**src/rtl/tile_halfspace_coverage_core_assert.svh**
```systemverilog
// Assertion macros shared by the tile coverage RTL.
// Every macro samples on clk and is disabled while arst_n is low.
`ifndef TILE_HALFSPACE_COVERAGE_CORE_ASSERT_SVH
`define TILE_HALFSPACE_COVERAGE_CORE_ASSERT_SVH

// A property that must hold at every clock edge outside reset.
`define THC_ASSERT(lbl, prop, msg) \
	lbl: assert property (@(posedge clk) disable iff (!arst_n) prop) else $error(msg);

// An implication checked in the same cycle.
`define THC_ASSERT_IMPLY(lbl, ante, cons, msg) \
	`THC_ASSERT(lbl, ((ante) |-> (cons)), msg)

`endif

```
**src/rtl/thc_pkg.sv**
```systemverilog
// Shared constants, codes and stage payload types of the tile coverage block.
// Has no dependencies; every RTL module imports it.
package thc_pkg;

	localparam int BLOCK_SIZE    = 8;
	localparam int BLOCK_SHIFT   = $clog2(BLOCK_SIZE);
	localparam int MASK_STRIDE   = 8;
	localparam int MASK_W        = 64;
	localparam int SUBPIXEL_BITS = 4;
	localparam int SUB_MASK      = (1 << SUBPIXEL_BITS) - 1;

	localparam int COORD_W   = 16;
	localparam int COL_W     = 8;
	localparam int SCR_W     = 12;
	localparam int CFG_IDX_W = 2;

	// Rounded pixel coordinates and their differences.
	localparam int PIX_W   = COORD_W + 1 - SUBPIXEL_BITS;
	localparam int BOX_W   = PIX_W + 1;
	localparam int PDIFF_W = PIX_W + 1;
	localparam int AREA_W  = 2 * PDIFF_W;

	// Edge arithmetic in subpixel units.
	localparam int DIFF_W = COORD_W + 1;
	localparam int BPOS_W = COL_W + BLOCK_SHIFT;
	localparam int SAMP_W = BPOS_W + SUBPIXEL_BITS + 1;
	localparam int PROD_W = 2 * DIFF_W;
	localparam int EDGE_W = PROD_W + 2;
	localparam int STEP_W = DIFF_W + BLOCK_SHIFT + 1;

	localparam logic [SCR_W-1:0] SCREEN_WIDTH_RST  = SCR_W'(640);
	localparam logic [SCR_W-1:0] SCREEN_HEIGHT_RST = SCR_W'(480);

	localparam logic [CFG_IDX_W-1:0] REG_SCREEN_WIDTH  = CFG_IDX_W'(0);
	localparam logic [CFG_IDX_W-1:0] REG_SCREEN_HEIGHT = CFG_IDX_W'(1);

	typedef enum logic [1:0] {
		CLASS_REJECT  = 2'd0,
		CLASS_PARTIAL = 2'd1,
		CLASS_FULL    = 2'd2
	} corner_class_t;

	typedef enum logic [1:0] {
		TRI_DRAWN      = 2'd0,
		TRI_ZERO_AREA  = 2'd1,
		TRI_OFF_SCREEN = 2'd2
	} tri_status_t;

	// Products and bounds handed from the front end to the edge stage.
	typedef struct packed {
		logic [AREA_W-1:0]              area_a;
		logic [AREA_W-1:0]              area_b;
		logic [2:0][PROD_W-1:0]         cy;
		logic [2:0][PROD_W-1:0]         cx;
		logic [2:0][PROD_W-1:0]         qy;
		logic [2:0][PROD_W-1:0]         qx;
		logic [PIX_W-1:0]               min_x;
		logic [PIX_W-1:0]               max_x;
		logic [PIX_W-1:0]               min_y;
		logic [PIX_W-1:0]               max_y;
		logic [2:0][DIFF_W-1:0]         dx;
		logic [2:0][DIFF_W-1:0]         dy;
		logic [2:0]                     bias;
		logic [BPOS_W-1:0]              bx;
		logic [BPOS_W-1:0]              by;
	} s2_t;

	// Edge values at the block origin plus per-row and per-column steps.
	typedef struct packed {
		tri_status_t                            status;
		logic                                   visited;
		logic [2:0][EDGE_W-1:0]                 c_part;
		logic [2:0][EDGE_W-1:0]                 s_part;
		logic [2:0][BLOCK_SIZE-1:0][STEP_W-1:0] rstep;
		logic [2:0][BLOCK_SIZE-1:0][STEP_W-1:0] cstep;
	} s3_t;

	typedef struct packed {
		logic [MASK_W-1:0] coverage_mask;
		corner_class_t     corner_class;
		logic              visited;
		tri_status_t       status;
	} res_t;

	// Mask with every pixel of the block set.
	function automatic logic [MASK_W-1:0] full_mask();
		logic [MASK_W-1:0] m;
		m = '0;
		for (int r = 0; r < BLOCK_SIZE; r++) begin
			for (int k = 0; k < BLOCK_SIZE; k++) begin
				m[r*MASK_STRIDE+k] = 1'b1;
			end
		end
		return m;
	endfunction

endpackage

```
**src/rtl/thc_edge.sv**
```systemverilog
// Edge stage: triangle status, clamped traversal test, edge constants and step tables.
// Depends on thc_pkg.
module thc_edge import thc_pkg::*; (
	input  logic             clk,
	input  logic             arst_n,
	input  logic             en,
	input  logic             valid_s2,
	input  s2_t              data_s2,
	input  logic [SCR_W-1:0] screen_width,
	input  logic [SCR_W-1:0] screen_height,
	output logic             valid_s3,
	output s3_t              data_s3
);

	logic signed [BOX_W-1:0] mnx, mxx, mny, mxy, w_s, h_s;
	logic signed [BOX_W-1:0] mnx_c, mxx_c, mny_c, mxy_c, mnx_al, mny_al, bx_s, by_s;
	logic                    zero_area, off_screen;
	s3_t                     s3_d;

	assign mnx  = BOX_W'($signed(data_s2.min_x));
	assign mxx  = BOX_W'($signed(data_s2.max_x));
	assign mny  = BOX_W'($signed(data_s2.min_y));
	assign mxy  = BOX_W'($signed(data_s2.max_y));
	assign w_s  = BOX_W'(screen_width);
	assign h_s  = BOX_W'(screen_height);
	assign bx_s = BOX_W'(data_s2.bx);
	assign by_s = BOX_W'(data_s2.by);

	assign zero_area  = data_s2.area_a == data_s2.area_b;
	assign off_screen = mxy < 0 || mny >= h_s || mxx < 0 || mnx >= w_s;

	// Clamp the box to the screen; the maxima may end up at -1 for an empty screen.
	assign mnx_c  = (mnx < 0) ? '0 : mnx;
	assign mny_c  = (mny < 0) ? '0 : mny;
	assign mxx_c  = (mxx >= w_s) ? w_s - BOX_W'(1) : mxx;
	assign mxy_c  = (mxy >= h_s) ? h_s - BOX_W'(1) : mxy;
	assign mnx_al = {mnx_c[BOX_W-1:BLOCK_SHIFT], {BLOCK_SHIFT{1'b0}}};
	assign mny_al = {mny_c[BOX_W-1:BLOCK_SHIFT], {BLOCK_SHIFT{1'b0}}};

	always_comb begin
		if (zero_area) begin
			s3_d.status = TRI_ZERO_AREA;
		end else if (off_screen) begin
			s3_d.status = TRI_OFF_SCREEN;
		end else begin
			s3_d.status = TRI_DRAWN;
		end
		s3_d.visited = bx_s >= mnx_al && bx_s < mxx_c && by_s >= mny_al && by_s < mxy_c;
		for (int i = 0; i < 3; i++) begin
			s3_d.c_part[i] = EDGE_W'($signed(data_s2.cy[i])) -
				EDGE_W'($signed(data_s2.cx[i])) - EDGE_W'(data_s2.bias[i]);
			s3_d.s_part[i] = EDGE_W'($signed(data_s2.qy[i])) -
				EDGE_W'($signed(data_s2.qx[i]));
			for (int r = 0; r < BLOCK_SIZE; r++) begin
				s3_d.rstep[i][r] = STEP_W'($signed(data_s2.dx[i]) * r);
				s3_d.cstep[i][r] = STEP_W'($signed(data_s2.dy[i]) * r);
			end
		end
	end

	always_ff @(posedge clk or negedge arst_n) begin
		if (!arst_n) begin
			valid_s3 <= 1'b0;
		end else if (en) begin
			valid_s3 <= valid_s2;
		end
	end

	always_ff @(posedge clk) begin
		if (en) begin
			data_s3 <= s3_d;
		end
	end

endmodule

```
**config.mk**
```make
export PLATFORM = sky130hd
export DESIGN_NAME = thc_edge
export DESIGN_NICKNAME = d
export VERILOG_FILES = /design/src/rtl/tile_halfspace_coverage_core_assert.svh /design/src/rtl/thc_pkg.sv /design/src/rtl/thc_edge.sv
export SDC_FILE = /design/constraint.sdc
export NUM_CORES = 2
export LEC_CHECK = 0
export BUFFER_PORTS_ARGS = -buffer_cell sky130_fd_sc_hd__buf_2
export CAP_MARGIN = 40
export CORE_AREA = 10 10 735 737
export CTS_CLUSTER_DIAMETER = 30
export DETAILED_ROUTE_END_ITERATION = 8
export DIE_AREA = 0 0 745 747
export PLACE_DENSITY_LB_ADDON = 0.2
export SYNTH_ARGS = -nofsm -noshare
export SYNTH_HDL_FRONTEND = slang
export SYNTH_SLANG_ARGS = --single-unit
```
**constraint.sdc**
```tcl
create_clock -name clk -period 0.9 [get_ports clk]
set_input_delay 0.135 -clock clk [delete_from_list [all_inputs] [get_ports clk]]
set_output_delay 0.135 -clock clk [all_outputs]
set_load 0.05 [all_outputs]
```
# == After elaboration in Yosys (flattened, before gate mapping) ==
# Cells that the tools add are included.
# word_totals
word_cells,110
ff_bits,1024
in_bits,671
# op_classes
add_sub_neg,11
order_cmp,12
n_mul,24
n_reduce_logical,6
eq_ne,1
n_mux,5
# op_table
operator,count
$mul A17 B4 Y21 const B,12
$mul A17 B3 Y20 const B,12
$sub A34 B34 Y35,6
$sub A35 B2 Y36,3
$mux W14,4
$ge A13 B13 Y1,4
$lt A13 B1 Y1 const B,4
$eq A28 B28 Y1,1
$ge A12 B14 Y1,2
$lt A12 B14 Y1,2
$sub A12 B1 Y13 const B,2
$logic_and A1 B1 Y1,3
$logic_or A1 B1 Y1,3
$mux W2,1

# == Depth between registers and ports, before layout ==
# depth
word_depth,6
depth_mapped,19
ltp_nobuf,19

# == Worst setup path after synthesis ==
# OpenSTA, ideal clock, no wires.
# synth_timing
path_type,input -> register
start,input port data_s2[23] (netlist name)
end,register data_s3[1186] (netlist name) (data pin)
slack_ps,-2802
setup_time_ps,270
required_time_ps,630
n_path_buf,0
arrival_time_ps,3432
path_stages,16
path_cell_list,inv_1 > fa_1 > inv_1 > ha_1 > or2_2 > fa_1 > and2b_1 > o21ai_2 > a311oi_4 > o21ai_2 > o31ai_2 > and2_1 > a41o_1 > o21ai_1 > o41ai_2 > xor2_1
# synth_lines
item,line,source
start: declaration,thc_edge.sv:8,"input s2_t data_s2,"
end signal: assignment,thc_edge.sv:71,data_s3 <= s3_d;
end: declaration,thc_edge.sv:12,output s3_t data_s3

==> impl_metrics.toml <==
[critical_path]
crit_required_ns = 1.47
crit_fanout = 2
startpoint_type = "input port"
rr_startpoint = "valid_s3"
crit_type = "input port to register"
reg2reg_to = "valid_s3"
arrival_ns = 3.34
reg2reg_depth = 1
end_kind = "register"
rrSetupSlack_ns = 0.17

[synth]
synth_common_cells = "inv_1, ha_1, edfxtp_1, buf_4, a21oi_1"
yosys.area.top_type = "edfxtp_1"
yosysUniqueCellTypes = 89
synth.area.top_cells = "edfxtp_1, ha_1, buf_4"
synth_edf_count = 660
synth_seq_cells = 661
synth_most_common_cell = "inv_1"
postSynthCellCount = 5818
synth_ff_type = "edfxtp_1"
syn_area_mm2 = 0.0575
yosysTopAreaCellShare_pct = 34.5
synth-seq-area-share_pct = 34.5
ys_warn_count = 0
synth.avg_cell_area_um2 = 9.89
async_flop_share_pct = 0.151

[clocking]
htree_num_levels = 5
clockBufferDepth = 4
worstSkewPairLatency_ns = 0.85
clkTransAtPathRegs_ns = 0.04
clkSinkCount = 661
cts_tree = "built"
cts_made_buffers = 267
clock-root-buffer = "clkbuf_16"

[layout]
final_nets = 11442
drive_gt1_share_pct = 50.6
area_growth_pct = 88.6
fin_cells = 17015

[outcome]
outcome = "finished with violations"
violations = "hold timing, setup timing"

[sta]
skew_ns = 0
drv_slew = 0
finalCritPeriodShare_pct = 307
worst_pin_slew_ns = 0.559
hold_viol_final = 43
hold_ws_ns = -0.533
timing.setup.tns_ns = -1492.26
period_minus_slack_ns = 2.76
max-slew-margin-rel_pct = 62.5
setup_viol = 2239
rsz0062_at_grt = "yes"
clock.fmax_mhz = 362
setup_ws_ns = -1.86

[hold_path]
hp-start = "data_s2[60]"
hold_end = "data_s3[442]"
min_path_type = "input port to register"
min_path_cells = 1

[floorplanning]
rows = 266
dieArea_mm2 = 0.557
pin_count = 1899
start_util_pct = 11.0
die_h_um = 747
core_mm2 = 0.524
fp.dieW_um = 745

[routing]
first_pass_iters = 7
ant_nets = 0
wirelength_um = 334000
detail_route.iter0.violations = 1799
wl_per_cell_um = 19.6
route.vias.total = 55897
viasPerCell = 3.29
drc_errors = 0

[pwr]
p_int_mw = 144
p_switching_mw = 97.1
peakVddDrop_mv = 1.32
clkPwrFrac_pct = 35.2
combPwrFrac_pct = 45.5
seq_power_share_pct = 19.3
switching_share_pct = 40.3
power_density_mw_per_mm2 = 2220
p_leak_nw = 51.1

[grt]
grt_util_all_layers_pct = 11.4
grt_pass1_vias = 59197
grt-ovfl-total = 0
antenna_found_initial = 143
grt_max_degree = 45
grt_pass1_wl_um = 451000

[job]
cap_viol_max_count = 0

[placed_design]
port-buffer-count = 1748
dpl.hpwl_um = 295000
place_inst = 16090
place.gp.congestion = 0.857
-- per-layer routing --
layer	global-route usage (%)	up-vias	share of wire (%)	wire [µm]
li1	-	27527	-	-
met1	11.8	26026	37	122000
met2	21.8	1734	52	175000
met3	3.49	514	7.5	25100
met4	3.23	96	3.2	10800
met5	0	-	0.19	628
-- power groups by stage --
stage | clock, mW | combinational (mW) | sequential [mW]
after global routing | 89.6 | 118 | 47.1
final | 84.7 | 110 | 46.4
after detailed placement | 0 | 105 | 47.1
after floorplan | 0 | 39.2 | 64.9
after CTS | 87.8 | 110 | 46.8
after global placement | 0 | 105 | 47.2
-- cells by family (layout without fill, tap and decap cells) --
group,after synthesis,after routing,share of synthesized area (%)
compound gates,1172,1172,13.2
xor+xnor,498,498,7.58
fa+ha+maj,979,979,22.7
buf+inv,1620,5654,14.3
flops,661,661,34.5
mux,11,11,0.196
other cells,1,196,0.00652
simple gates,876,876,7.48
-- final cells by class --
cell class / instances / area (µm²)
sequential: 661 / 19800
antenna: 46 / 115
inverter: 1029 / 3990
timing repair buffer: 4147 / 32400
fill: 58164 / 416000
multi-input combinational: 3686 / 35100
clock buffer: 318 / 6980
tap: 6968 / 8720
clock inverter: 160 / 1370
-- state kept, by name (all words and copies together) (netlist names) --
| name | count |
|---|---|
| data_s3 | 660 |
| valid_s3 | 1 |
-- per-stage QoR --
| stage | util [%] | power [mW] | area [µm²] | worst slack, ns | hold slack (ns) |
|---|---|---|---|---|---|
| floorplan | - | 104 | 60700 | -2.56 | -0.161 |
| global placement | 17.7 | 153 | 92900 | -2.96 | -0.0895 |
| detailed placement | 17.7 | 152 | 92900 | -2.93 | -0.0879 |
| CTS | 20.2 | 244 | 106000 | -1.79 | -0.670 |
| global route | 20.7 | 254 | 108000 | -1.85 | -0.621 |
| finish | 20.7 | 241 | 108000 | -1.86 | -0.533 |
-- worst max path at each step --
stage	from	to	slack [ns]	depth (start not counted)
3_3_place_gp	data_s2[153]	data_s3[1224]	-2.96	20
3_5_place_dp	data_s2[519]	data_s3[1186]	-2.93	16
4_1_cts	data_s2[519]	data_s3[1186]	-1.79	16
6_report	data_s2[519]	data_s3[1184]	-1.86	17
2_1_floorplan	data_s2[519]	data_s3[1186]	-2.56	15
5_1_grt	data_s2[519]	data_s3[1184]	-1.85	17
-- repair_timing --
| item | 4_1_cts | 5_1_grt |
|---|---|---|
| cloned | 0 | 1 |
| gates resized for setup | 373 | 395 |
| setup buffers | 93 | 93 |
| setup endpoints to repair | 1559 | 2216 |
| pin swaps | 335 | 382 |
| hold buffers | 258 | 20 |
| endpoints found under the hold margin | 573 | 75 |
-- cells in the final DEF (no fill, tap or decap), types with 30 or more instances in the layout --
cell	instances
a21oi_2	157
o21a_1	48
nand4_1	36
nor2b_1	32
a21o_1	168
a211oi_2	41
dlygate4sd3_1	265
o21ai_0	92
clkbuf_1	46
nand2_1	161
clkbuf_16	272
ha_1	724
nor3_1	74
nand3_1	102
and3_1	50
buf_4	1945
diode_2	46
edfxtp_1	660
a21oi_1	196
buf_2	1478
xnor2_1	320
clkinv_2	49
nand2b_1	49
ha_4	128
inv_2	39
o21bai_1	65
o21ai_1	32
or3_1	30
fa_1	84
xor2_1	135
buf_12	291
inv_1	971
buf_6	144
o21ai_2	75
clkinv_1	72
conb_1	150
nor2_1	193
-- critical path: stages --
cell	delay [ns]
buf_6	0.10
fa_2	0.59
inv_2	0.05
ha_4	0.15
or2_4	0.22
fa_2	0.35
and2b_2	0.26
o21ai_4	0.07
a311oi_4	0.25
o21ai_2	0.12
o31ai_4	0.22
and2_4	0.19
a41o_4	0.20
o21ai_2	0.08
buf_6	0.13
o21ai_2	0.13
xnor2_1	0.09
Power figures use the tool's default switching activity.
